===== src/sv/sorted_topk_insert_macros.svh =====
// assertion helpers shared by the ranking block
`ifndef SORTED_TOPK_INSERT_MACROS_SVH
`define SORTED_TOPK_INSERT_MACROS_SVH

// same-cycle implication, checked outside reset
`define STKI_ASSERT_NOW(label, ante, cons, msg) \
  label: assert property (@(posedge clk) disable iff (rst) (ante) |-> (cons)) \
    else $error(msg);

// next-cycle implication, checked outside reset
`define STKI_ASSERT_NXT(label, ante, cons, msg) \
  label: assert property (@(posedge clk) disable iff (rst) (ante) |=> (cons)) \
    else $error(msg);

`endif


===== src/sv/stki_pkg.sv =====
package stki_pkg;

  localparam int DEPTH   = 1024;
  localparam int IDX_W   = $clog2(DEPTH);
  localparam int CNT_W   = $clog2(DEPTH + 1);

  localparam int SCORE_W = 21;
  localparam int TIME_W  = 32;
  localparam int TAG_W   = 16;
  localparam int CAP_W   = 11;
  localparam int POS_W   = 10;
  localparam int RIDX_W  = 10;
  localparam int TOTAL_W = 11;

  localparam logic [CAP_W-1:0] CAP_RESET = 11'd1000;

  localparam logic MODE_INSERT = 1'b0;
  localparam logic MODE_READ   = 1'b1;

  // select tree: 4-way registered levels
  localparam int TREE_LVLS   = (IDX_W + 1) / 2;
  localparam int TREE_LEAVES = 1 << (2 * TREE_LVLS);

  typedef struct packed {
    logic [SCORE_W-1:0] score;
    logic [TIME_W-1:0]  stamp;
    logic [TAG_W-1:0]   tag;
  } entry_t;

  typedef struct packed {
    logic             hit;
    logic [IDX_W-1:0] idx;
    entry_t           ent;
  } leaf_t;

  // item broadcast to every cell
  typedef struct packed {
    logic               read;
    logic [SCORE_W-1:0] score;
    logic [TIME_W-1:0]  stamp;
    logic [RIDX_W-1:0]  ridx;
  } probe_t;

  // first node of tree level l (level 1 sits right above the leaves)
  function automatic int lvl_off(input int l);
    int sum;
    sum = 0;
    for (int i = 1; i < l; i++) begin
      sum = sum + (TREE_LEAVES >> (2 * i));
    end
    return sum;
  endfunction

  localparam int TREE_NODES = lvl_off(TREE_LVLS + 1);

endpackage


===== src/sv/stki_cell.sv =====
module stki_cell (
  input  logic                      clk,
  input  logic [stki_pkg::IDX_W-1:0] cell_idx,
  input  logic [stki_pkg::CNT_W-1:0] count,
  input  stki_pkg::probe_t          probe,
  input  logic                      commit,
  input  stki_pkg::entry_t          new_ent,
  input  stki_pkg::entry_t          left_ent,
  input  logic                      left_ahead,
  output stki_pkg::entry_t          ent,
  output logic                      ahead,
  output stki_pkg::leaf_t           leaf
);
  import stki_pkg::*;

  logic occupied;
  logic greater;
  logic boundary;
  logic sel;

  always_comb begin
    occupied = CNT_W'(cell_idx) < count;
    greater  = (ent.score > probe.score) ||
               ((ent.score == probe.score) && (ent.stamp > probe.stamp));
    ahead    = occupied && greater;
    // first cell not ahead of the new record is where it lands
    boundary = left_ahead && !ahead;
    sel      = (probe.read == MODE_READ) ? (32'(cell_idx) == 32'(probe.ridx)) : boundary;
    leaf.hit = sel;
    leaf.idx = sel ? cell_idx : '0;
    leaf.ent = sel ? ent : '0;
  end

  always_ff @(posedge clk) begin
    if (commit && !ahead) begin
      ent <= left_ahead ? new_ent : left_ent;
    end
  end

endmodule


===== config.mk =====
export PLATFORM = sky130hd
export DESIGN_NAME = stki_cell
export DESIGN_NICKNAME = d
export VERILOG_FILES = /design/src/sv/sorted_topk_insert_macros.svh /design/src/sv/stki_pkg.sv /design/src/sv/stki_cell.sv
export SDC_FILE = /design/constraint.sdc
export NUM_CORES = 1
export LEC_CHECK = 0
export ABC_CLOCK_PERIOD_IN_PS = 21100
export BUFFER_PORTS_ARGS = -buffer_cell sky130_fd_sc_hd__buf_2
export CORE_AREA = 2 2 146 148
export CTS_BUF_LIST = sky130_fd_sc_hd__clkbuf_4
export CTS_CLUSTER_SIZE = 30
export DETAILED_ROUTE_END_ITERATION = 10
export DIE_AREA = 0 0 148 150
export GPL_ROUTABILITY_DRIVEN = 0
export GPL_TIMING_DRIVEN = 0
export HOLD_SLACK_MARGIN = 0.12
export PLACE_DENSITY = 0.69
export SLEW_MARGIN = 30
export SYNTH_ARGS = -nofsm -noshare
export SYNTH_HDL_FRONTEND = slang
export SYNTH_SLANG_ARGS = --single-unit
export TNS_END_PERCENT = 5

===== constraint.sdc =====
create_clock -name clk -period 21.1 [get_ports clk]
set_input_delay 4.22 -clock clk [delete_from_list [all_inputs] [get_ports clk]]
set_output_delay 4.22 -clock clk [all_outputs]
set_load 0.01 [all_outputs]

==> run_results.csv <==
group,metric,value,unit
clocking,cts_buffer_depth,2,
critical_path,path_class,"input pin to output pin",
global_routing,grt_pass1_vias,5123,
critical_path,path_common_cell,"buf_2",
drt,avgViaCountPerCell,4.49,
synthesis,syn_area,5730,um2
power_and_ir_drop,p_per_area,50.9,nW/um2
clocking,numCtsBuffers,9,
timing,finClkSkew,0.0283,ns
layout,top_regs,"ent: 69 flops",
global_routing,grt_max_degree,21,
timing,maxSlewViolCount,0,
power_and_ir_drop,p_leak,4.01,nW
timing,finalSetupViolCount,0,
synthesis,synth_top_family_by_area,"compound AO/OA/AOI/OAI gates",
critical_path,cp.arrival,7.04,ns
layout,utilization,0.396,
synthesis,ys_seq_area_frac,0.361,
global_routing,antenna_found_initial,2,
timing,tns,0,ns
placed_design,io_buffer_count,374,
synthesis,synthArstFlopShare,0,
layout,area_delta_synth_final,42.9,%
flow_run,drv_cap,0,
floorplan,rows,53,
synthesis,synth.most_common_cell,"a21boi_2",
clocking,ctsResizeCount,0,
critical_path,cp_max_fo,10,
critical_path,cp-end-kind,"output pin",
floorplan,core_area,20700,um2
synthesis,synth_top_area_frac,0.361,
drt,drc,0,
layout,drive_gt1_frac,0.652,
worst_hold_path,hold_class,"flip-flop to flip-flop",
synthesis,synth_area_leader_cell,"edfxtp_1",
critical_path,slowest_stage,"a2111oi_4",
layout,nNetsFinal,1159,
global_routing,gr-total-overflow,0,
drt,first_iter_violations,148,
synthesis,synth.net_count,771,
run_status,status,"finished, final reports clean",
clocking,cts_setup_buffers,0,
floorplan,die_x,148,um
synthesis,synthDistinctLibCells,48,
synthesis,synthAdderAreaFrac,0.135,
power_and_ir_drop,ir_drop,37.7,uV
synthesis,ys_ff_latch,69,
placed_design,hpwlAfterDp,17.0,mm
timing,grt_setup_unrepaired,"no",
clocking,hold_buffers,0,
layout,largest_reg_flops,69,
timing,hold_viol,0,
synthesis,synth_area_leaders,"edfxtp_1 36%, a21boi_2 15%, mux2_2 14%",
clocking,path_clk_slew,0.14,ns
clocking,clockRootBuffer,"clkbuf_4",
drt,firstDrtPassIters,4,
drt,drt-total-wl,20.1,mm
critical_path,crit_family,"compound AO/OA/AOI/OAI gates",
synthesis,yosysWarnings,0,
synthesis,yosys.area_share.simple,0.0587,
synthesis,postSynthCellCount,483,
critical_path,start_kind,"input pin",
timing,relSlewSlack,0.463,
timing,min_period_over_period,0.534,
synthesis,synth_mux_area_frac,0.136,
critical_path,cp.required,16.88,ns
global_routing,grt_pass1_wl,28.5,mm
layout,fillers,2094,
clocking,cts_tree,"yes",
global_routing,grtUsageTotal,0.171,
synthesis,syn-mean-instance-area,11.9,um2
clocking,clk_latency,0.44,ns
critical_path,max_stage_delay,0.46,ns
critical_path,crit_chain,"buf_2, inv_1, ha_1, nand4_2, nor4_4, o2111ai_2, a2111oi_4, a41oi_4, buf_6, a21boi_2, buf_2",
layout,stdcell_count,1153,
timing,period_minus_slack,11.26,ns
floorplan,dieArea,22200,um2
synthesis,synth_xor_area_frac,0.0153,
drt,antenna_left,0,
floorplan,die_h,150,um
clocking,cts_sinks,69,
floorplan,initial_core_util,0.277,
synthesis,synth_common_cells,"77 x a21boi_2, 69 x edfxtp_1, 69 x mux2_2",
synthesis,ys.flop_type,"edfxtp_1",
critical_path,crit_buf_inv,4,
timing,worstMarginPinSlew,0.806,ns
drt,wl_per_cell,17.5,um
clocking,cts_max_level,3,
timing,fmax,88.8,MHz
synthesis,synth_edf_count,69,
layout,top_register,"ent",
floorplan,top_level_ports,376,
drt,vias,5180,
placed_design,placed_cells,1135,
synthesis,synth_compound_gate_area_share,0.223,
-- cells by family (layout without fill, tap and decap cells) --
kind of cell,count (synthesis),after routing
compound gates,132,132
mux,69,69
buf+inv,88,481
simple gates,53,53
xor+xnor,10,10
flops,69,69
other cells,0,2
fa+ha+maj,62,62
-- through the flow --
step	hold WS (ns)	power, mW	setup slack [ns]	area [um2]
floorplan	2.26	0.253	10.61	5730
global placement	2.97	0.314	9.20	7950
detailed placement	1.19	0.317	9.79	8030
CTS	1.24	0.424	9.78	8190
global route	1.30	0.441	9.68	8190
finish	1.24	0.417	9.84	8200
-- per-layer routing --
layer / part of all wire / global-route usage / wire [um] / vias to the layer above
li1: - / - / - / 2577
met1: 0.42 / 0.214 / 8520 / 2390
met2: 0.51 / 0.301 / 10200 / 202
met3: 0.057 / 0.0357 / 1140 / 11
met4: 0.013 / 0.0433 / 268 / 0
met5: 0 / 0 / 0 / -
-- area by class of cell --
type                    count  area, um2  area share
diodes                      2       5.00    0.000611
plain buffers              25        168      0.0205
clock buffers              10       75.1     0.00916
clock inverters             6       87.6      0.0107
inverters                  63        236      0.0289
multi-input cells         326       3280       0.400
flip-flops and latches     69       2070       0.253
well taps                 275        344      0.0420
repair buffers            377       1930       0.235
-- power by group --
part / switching [mW] / internal (mW) / total (mW) / leakage (nW)
clock network: 0.0548 / 0.0492 / 0.104 / 0.0803
registers: 0.00980 / 0.168 / 0.178 / 0.657
logic: 0.0689 / 0.0661 / 0.135 / 3.27
total: 0.133 / 0.283 / 0.417 / 4.01
-- worst min-delay path, cell delays in order, from the launching register on --
cell and delay (ns):
edfxtp_1 0.41, ha_1 0.17, o31ai_2 0.11, nand3_1 0.16, a21boi_4 0.19
-- cells in the final DEF (no fill, tap or decap), types with 3 or more instances in the layout --
master	instances
buf_2	382
a21boi_2	77
mux2_2	69
edfxtp_1	69
inv_1	63
ha_1	62
a21oi_1	20
nand4_1	14
xnor2_1	10
clkbuf_4	10
nand3_1	9
a21o_1	8
buf_6	8
nand2_1	6
o21ai_0	6
clkbuf_1	5
a211oi_1	4
buf_1	3
nor2b_1	3
nor2_1	3
nor3_1	3
-- path summary, 6_finish.rpt --
kind,start,end,slack [ns],depth (start not counted)
max,probe[57],leaf[28],9.84,11
min,ent[27]$_DFFE_PP_,ent[31]$_DFFE_PP_,1.24,4
max reg2reg,ent[68]$_DFFE_PP_,ent[63]$_DFFE_PP_,17.10,10
min reg2reg,ent[27]$_DFFE_PP_,ent[31]$_DFFE_PP_,1.24,4
Note: power is estimated with default switching activity, not from simulation.
